===== src/hdl/debf_pkg.sv =====
package debf_pkg;

    localparam int TABLE_DEPTH = 256;
    localparam int ADDR_BITS   = 8;
    localparam int PIX_BITS    = 8;
    localparam int VALUE_BITS  = 9;
    localparam int IN_BITS     = 56;
    localparam int OUT_BITS    = 32;

    typedef enum logic {
        OP_FILTER = 1'b0,
        OP_LOAD   = 1'b1
    } opcode_t;

    typedef struct packed {
        logic [PIX_BITS-1:0] p3;
        logic [PIX_BITS-1:0] p2;
        logic [PIX_BITS-1:0] p1;
        logic [PIX_BITS-1:0] p0;
    } taps_t;

    typedef struct packed {
        taps_t taps;
        logic  steep;
    } row_t;

endpackage


===== src/hdl/debf_ram.sv =====
module debf_ram #(
    parameter int WIDTH = 9,
    parameter int DEPTH = 256
) (
    input  logic                     aclk,
    input  logic                     wr_en,
    input  logic [$clog2(DEPTH)-1:0] wr_addr,
    input  logic [WIDTH-1:0]         wr_data,
    input  logic                     rd_en,
    input  logic [$clog2(DEPTH)-1:0] rd_addr,
    output logic [WIDTH-1:0]         rd_data
);

    logic [WIDTH-1:0] mem [DEPTH];
    logic [WIDTH-1:0] rd_data_reg;

    always_ff @(posedge aclk) begin
        if (wr_en) begin
            mem[wr_addr] <= wr_data;
        end
        if (rd_en) begin
            rd_data_reg <= mem[rd_addr];
        end
    end

    assign rd_data = rd_data_reg;

endmodule


===== src/hdl/debf_index.sv =====
module debf_index (
    input  debf_pkg::taps_t                   taps,
    output logic                              steep,
    output logic [debf_pkg::ADDR_BITS-1:0]    addr
);
    import debf_pkg::*;

    logic signed [PIX_BITS:0]   d01;
    logic signed [PIX_BITS:0]   d23;
    logic signed [PIX_BITS:0]   d21;
    logic signed [PIX_BITS:0]   d03;
    logic signed [PIX_BITS+3:0] value;
    logic signed [PIX_BITS+3:0] shifted;

    always_comb begin
        d01 = $signed({1'b0, taps.p0}) - $signed({1'b0, taps.p1});
        d23 = $signed({1'b0, taps.p2}) - $signed({1'b0, taps.p3});
        d21 = $signed({1'b0, taps.p2}) - $signed({1'b0, taps.p1});
        d03 = $signed({1'b0, taps.p0}) - $signed({1'b0, taps.p3});
        steep = (d01 > 9'sd1) || (d01 < -9'sd1) || (d23 > 9'sd1) || (d23 < -9'sd1);
        value = (PIX_BITS+4)'(d21) * 12'sd3 + (steep ? (PIX_BITS+4)'(d03) : 12'sd0)
                + 12'sd4;
        shifted = value >>> 3;
        // index plus bias, wraps to the table depth
        addr = shifted[ADDR_BITS-1:0] + ADDR_BITS'(127);
    end

endmodule


===== src/hdl/debf_apply.sv =====
module debf_apply #(
    parameter int DELTA_BITS = 9
) (
    input  debf_pkg::row_t                 row,
    input  logic signed [DELTA_BITS-1:0]   delta,
    output debf_pkg::taps_t                result
);
    import debf_pkg::*;

    localparam int SumBits = DELTA_BITS + 2;

    function automatic logic [PIX_BITS-1:0] sat_pixel(input logic signed [SumBits-1:0] v);
        logic [PIX_BITS-1:0] r;
        if (v < $signed(SumBits'(0))) begin
            r = '0;
        end else if (v > $signed(SumBits'(255))) begin
            r = '1;
        end else begin
            r = v[PIX_BITS-1:0];
        end
        return r;
    endfunction

    logic signed [SumBits-1:0] delta_ext;
    logic signed [SumBits-1:0] half_ext;

    always_comb begin
        delta_ext = SumBits'(delta);
        half_ext  = delta_ext >>> 1;
        result.p1 = sat_pixel($signed(SumBits'({1'b0, row.taps.p1})) + delta_ext);
        result.p2 = sat_pixel($signed(SumBits'({1'b0, row.taps.p2})) - delta_ext);
        if (row.steep) begin
            result.p0 = row.taps.p0;
            result.p3 = row.taps.p3;
        end else begin
            result.p0 = sat_pixel($signed(SumBits'({1'b0, row.taps.p0})) + half_ext);
            result.p3 = sat_pixel($signed(SumBits'({1'b0, row.taps.p3})) - half_ext);
        end
    end

endmodule


===== src/hdl/deblock_edge_filter_row_core.sv =====
// channel   | direction | tdata (low bit up)                            | tuser
// s_axis    | in        | tap_zero tap_one tap_two tap_three            | opcode
//           |           | table_address table_value, zero fill to 56    |
// m_axis    | out       | out_zero out_one out_two out_three            | steep_row
// one transaction per cycle on each side unless the output stalls
// table lookup in a registered ram, then the output register, set the pipeline depth
// load transactions write the table on acceptance and give no result
// reset clears the valid flags only; table contents are undefined until loaded
// a stalled output holds its result and back-pressure reaches s_axis_tready
module deblock_edge_filter_row_core #(
    parameter int DELTA_BITS = 9
) (
    input  logic                            aclk,
    input  logic                            aresetn,
    input  logic                            s_axis_tvalid,
    output logic                            s_axis_tready,
    input  logic [debf_pkg::IN_BITS-1:0]    s_axis_tdata,  // tap_zero tap_one tap_two tap_three table_address table_value
    input  logic                            s_axis_tuser,  // opcode
    output logic                            m_axis_tvalid,
    input  logic                            m_axis_tready,
    output logic [debf_pkg::OUT_BITS-1:0]   m_axis_tdata,  // out_zero out_one out_two out_three
    output logic                            m_axis_tuser   // steep_row
);
    import debf_pkg::*;

    opcode_t                       opcode;
    taps_t                         in_taps;
    row_t                          in_row;
    logic [ADDR_BITS-1:0]          rd_addr;
    logic                          s_fire;
    logic                          out_free;
    logic                          tab_we;
    logic                          tab_re;
    logic signed [DELTA_BITS-1:0]  wr_value;
    logic signed [DELTA_BITS-1:0]  delta;
    taps_t                         filt_taps;

    logic                          s1_valid_reg;
    row_t                          s1_row_reg;
    logic                          m_valid_reg;
    taps_t                         m_taps_reg;
    logic                          m_steep_reg;

    assign opcode    = opcode_t'(s_axis_tuser);
    assign in_taps.p0 = s_axis_tdata[7:0];
    assign in_taps.p1 = s_axis_tdata[15:8];
    assign in_taps.p2 = s_axis_tdata[23:16];
    assign in_taps.p3 = s_axis_tdata[31:24];

    assign out_free      = !m_valid_reg || m_axis_tready;
    assign s_axis_tready = !s1_valid_reg || out_free;
    assign s_fire        = s_axis_tvalid && s_axis_tready;
    assign tab_we        = s_fire && (opcode == OP_LOAD);
    assign tab_re        = s_fire && (opcode == OP_FILTER);
    assign wr_value      = DELTA_BITS'($signed(s_axis_tdata[40 +: VALUE_BITS]));

    debf_index u_index (
        .taps  (in_taps),
        .steep (in_row.steep),
        .addr  (rd_addr)
    );

    assign in_row.taps = in_taps;

    debf_ram #(
        .WIDTH (DELTA_BITS),
        .DEPTH (TABLE_DEPTH)
    ) u_table (
        .aclk    (aclk),
        .wr_en   (tab_we),
        .wr_addr (s_axis_tdata[32 +: ADDR_BITS]),
        .wr_data (wr_value),
        .rd_en   (tab_re),
        .rd_addr (rd_addr),
        .rd_data (delta)
    );

    debf_apply #(
        .DELTA_BITS (DELTA_BITS)
    ) u_apply (
        .row    (s1_row_reg),
        .delta  (delta),
        .result (filt_taps)
    );

    always_ff @(posedge aclk) begin
        if (!aresetn) begin
            s1_valid_reg <= 1'b0;
            m_valid_reg  <= 1'b0;
        end else begin
            if (s_axis_tready) begin
                s1_valid_reg <= tab_re;
            end
            if (out_free) begin
                m_valid_reg <= s1_valid_reg;
            end
        end
    end

    always_ff @(posedge aclk) begin
        if (tab_re) begin
            s1_row_reg <= in_row;
        end
        if (out_free && s1_valid_reg) begin
            m_taps_reg  <= filt_taps;
            m_steep_reg <= s1_row_reg.steep;
        end
    end

    assign m_axis_tvalid = m_valid_reg;
    assign m_axis_tdata  = {m_taps_reg.p3, m_taps_reg.p2, m_taps_reg.p1, m_taps_reg.p0};
    assign m_axis_tuser  = m_steep_reg;

endmodule


===== config.mk =====
export PLATFORM = sky130hd
export DESIGN_NAME = deblock_edge_filter_row_core
export DESIGN_NICKNAME = d
export VERILOG_FILES = /design/src/hdl/debf_pkg.sv /design/src/hdl/debf_ram.sv /design/src/hdl/debf_index.sv /design/src/hdl/debf_apply.sv /design/src/hdl/deblock_edge_filter_row_core.sv
export SDC_FILE = /design/constraint.sdc
export NUM_CORES = 2
export LEC_CHECK = 0
export BUFFER_PORTS_ARGS = -buffer_cell sky130_fd_sc_hd__clkbuf_2
export CAP_MARGIN = 15
export CORE_ASPECT_RATIO = 1.25
export CORE_MARGIN = 4
export CORE_UTILIZATION = 51
export CTS_CLUSTER_SIZE = 28
export DETAILED_ROUTE_END_ITERATION = 12
export PLACE_DENSITY = 0.67
export SYNTH_ARGS = -nofsm -noshare
export SYNTH_HDL_FRONTEND = slang
export SYNTH_SLANG_ARGS = --single-unit
export TNS_END_PERCENT = 20

===== constraint.sdc =====
create_clock -name aclk -period 15.5 [get_ports aclk]
set_clock_uncertainty 0.15 [all_clocks]
set_input_delay 1.55 -clock aclk [delete_from_list [all_inputs] [get_ports aclk]]
set_output_delay 1.55 -clock aclk [all_outputs]
set_load 0.005 [all_outputs]

==> results.py <==
metrics = {
    "status": {
        "outcome": "finished clean",
    },
    "yosys": {
        "synth-seq-cells": 2381,
        "yosysWarnings": 0,
        "synthArstFlopShare_pct": 0,
        "synth_area_per_cell_sq_um": 19.7,
        "seq_area_frac_synth_pct": 74.6,
        "syn_nets": 5022,
        "synth-edff-count": 2379,
        "synth_area_sq_mm": 0.0958,
        "ys.flop_type": "edfxtp_1",
        "yosysUniqueCellTypes": 68,
        "netlist_instances": 4853,
    },
    "die": {
        "dieWidth_um": 396,
        "coreArea_sq_mm": 0.186,
        "initial_core_util_pct": 51.4,
        "row_count": 177,
        "die_height_um": 492,
        "ios": 96,
        "die_area_sq_mm": 0.195,
    },
    "placement": {
        "gp_congestion": 0.947,
        "hpwl_um": 130000,
        "placed_cell_area_sq_mm": 0.0991,
        "port-buffer-count": 88,
    },
    "clock_network": {
        "cts_sinks": 2381,
        "hold_buffers": 0,
        "root_buffer": "clkbuf_16",
        "post_cts_resized": 0,
        "cts_tree": "built",
        "postCtsSetupBuffers": 0,
        "numCtsBuffers": 215,
        "ctsLongestPathBuffers": 3,
        "cts.clk_slew.worst_paths_ns": 0.06,
        "htreeDepth": 4,
        "insertion_delay_ns": 0.83,
    },
    "setup_path": {
        "max_stage_delay_ns": 1.46,
        "cp_slowest_cell": "fa_4",
        "endpoint_kind": "flop",
        "critPathLaunchType": "input pin",
        "path_class": "in2reg",
        "arrival_ns": 11.38,
        "reg2reg_from": "m_axis_tvalid",
        "rrSetupSlack_ns": 11.43,
        "cp_max_fo": 60,
        "worstPathRequired_ns": 15.98,
        "critPathLaunch": "s_axis_tdata[16]",
    },
    "timing": {
        "tightest_slew_ns": 1.21,
        "setup_tns_ns": 0,
        "period_minus_slack_ns": 10.91,
        "whs_ns": 0.349,
        "post-route-period-util_pct": 70.4,
        "rsz0062_at_grt": "false",
        "finalMaxSlewViolations": 0,
        "final_hold_viol_count": 0,
        "max_slew_margin_pct": 17.4,
        "fmax_mhz": 91.7,
        "setup_violations": 0,
    },
    "final_layout": {
        "drive_above_1_share_pct": 21.9,
        "final_nets": 5136,
        "final_util_pct": 57.1,
        "syn2layout_area_growth_pct": 11.1,
        "largest_register_ffs": 2304,
        "stdcell_area_sq_mm": 0.106,
    },
    "detailed_routing": {
        "route.antenna.remaining_nets": 0,
        "post_drt_via_cell_ratio": 6.20,
        "routed-via-count": 47500,
        "drcViolationCount": 0,
        "drtIter0Drc": 5814,
        "routed_wl_um": 225000,
        "dr.pass1.iters": 6,
        "wl_per_cell_um": 29.3,
    },
    "global_routing": {
        "grt-ovfl-total": 0,
        "track_usage_pct": 23.1,
        "antenna_found_initial": 11,
        "grt_max_degree": 161,
        "grt_pass1_vias": 47800,
        "grt_pass1_wl_um": 330000,
    },
    "flow_run": {
        "cap_violations": 0,
    },
    "min_path": {
        "min_from": "s1_valid_reg",
        "holdCritPathClass": "reg2reg",
    },
}
==> cells in the final DEF, fill, tap and decap left out, types with 24 or more instances in the layout <==
master	synthesis	routed
clkbuf_2	1	79
mux2_2	32	32
nand3_1	51	45
edfxtp_1	2379	2379
mux2i_1	84	84
o2bb2ai_1	35	35
mux4_2	577	577
clkbuf_1	207	40
clkinv_1	0	43
inv_1	62	62
o21ai_0	32	31
nand2_1	378	369
clkinv_2	0	44
bufinv_16	0	31
a32oi_1	51	51
a21o_1	38	38
buf_4	6	64
a21oi_1	125	125
clkbuf_16	0	219
ha_1	93	92
xnor2_1	42	41
nor2_1	290	288
a32o_1	24	24
and3_1	27	27
==> worst max-delay path: cells and delay by family <==
| family | cells | cell delay, ns |
|---|---|---|
| AOI/OAI and AO/OA | 8 | 2.01 |
| adders and majority gates | 5 | 2.78 |
| buffers and inverters | 5 | 1.72 |
| and+or+nand+nor | 9 | 3.24 |
==> cell usage after synthesis (all sizes together), types with 15 or more instances <==
cell type  instances  area, sq um
edfxtp          2379        71400
mux4             577        13000
nand2            378         1420
nor2             290         1090
clkbuf           208          782
a21oi            126          634
ha                93         1160
mux2i             84          841
inv               63          236
buf               61          325
a32oi             51          447
nand3             51          255
xnor2             44          400
a21o              38          285
o2bb2ai           35          307
o21ai             34          170
mux2              32          360
and3              27          169
a32o              24          240
nor2b             21          131
xor2              21          184
o32ai             19          166
a2111oi           17          149
a221oi            17          149
o21a              17          128
fa                15          300
==> area by class of cell <==
cell class,count,area (sq um)
timing repair buffer,166,1280
tap,2506,3140
clock inverter,140,1550
multi-input combinational,2140,23100
inverter,63,236
antenna,4,10.0
fill,13700,80100
sequential,2381,71500
clock buffer,259,5630
==> worst paths after layout <==
kind	to	depth (start not counted)
min	m_axis_tvalid	1
max	u_table.rd_data[1]	27
max reg2reg	u_table.mem[178][3]	7
min reg2reg	m_axis_tvalid	1
==> layer usage <==
layer | part of all wire [%] | up-vias | global-route usage [%]
li1 | - | 20100 | -
met2 | 49 | 1963 | 37.1
met4 | 3.6 | 6 | 7.86
met5 | 0.016 | - | 0
met1 | 40 | 25100 | 32.1
met3 | 7.5 | 394 | 4.41
==> metrics by stage <==
step | instances | setup WS (ns)
final | 7659 | 4.59
after global routing | 7656 | 4.05
after CTS | 7651 | 4.61
after detailed placement | 7252 | 3.76
after global placement | 7251 | 3.83
after floorplan | 4853 | 6.69
==> kinds of logic after synthesis <==
kind of cell             share of synthesized area [%]
flip-flops                                        74.6
AND/OR/NAND/NOR                                   3.66
multiplexers                                      14.8
AO/OA/AOI/OAI                                     3.31
buffers and inverters                             1.40
adder cells (fa/ha/maj)                           1.53
XOR/XNOR                                         0.634
Power is not shown: default switching activity piles up to over one toggle a cycle in this logic, so the estimate is an artifact.
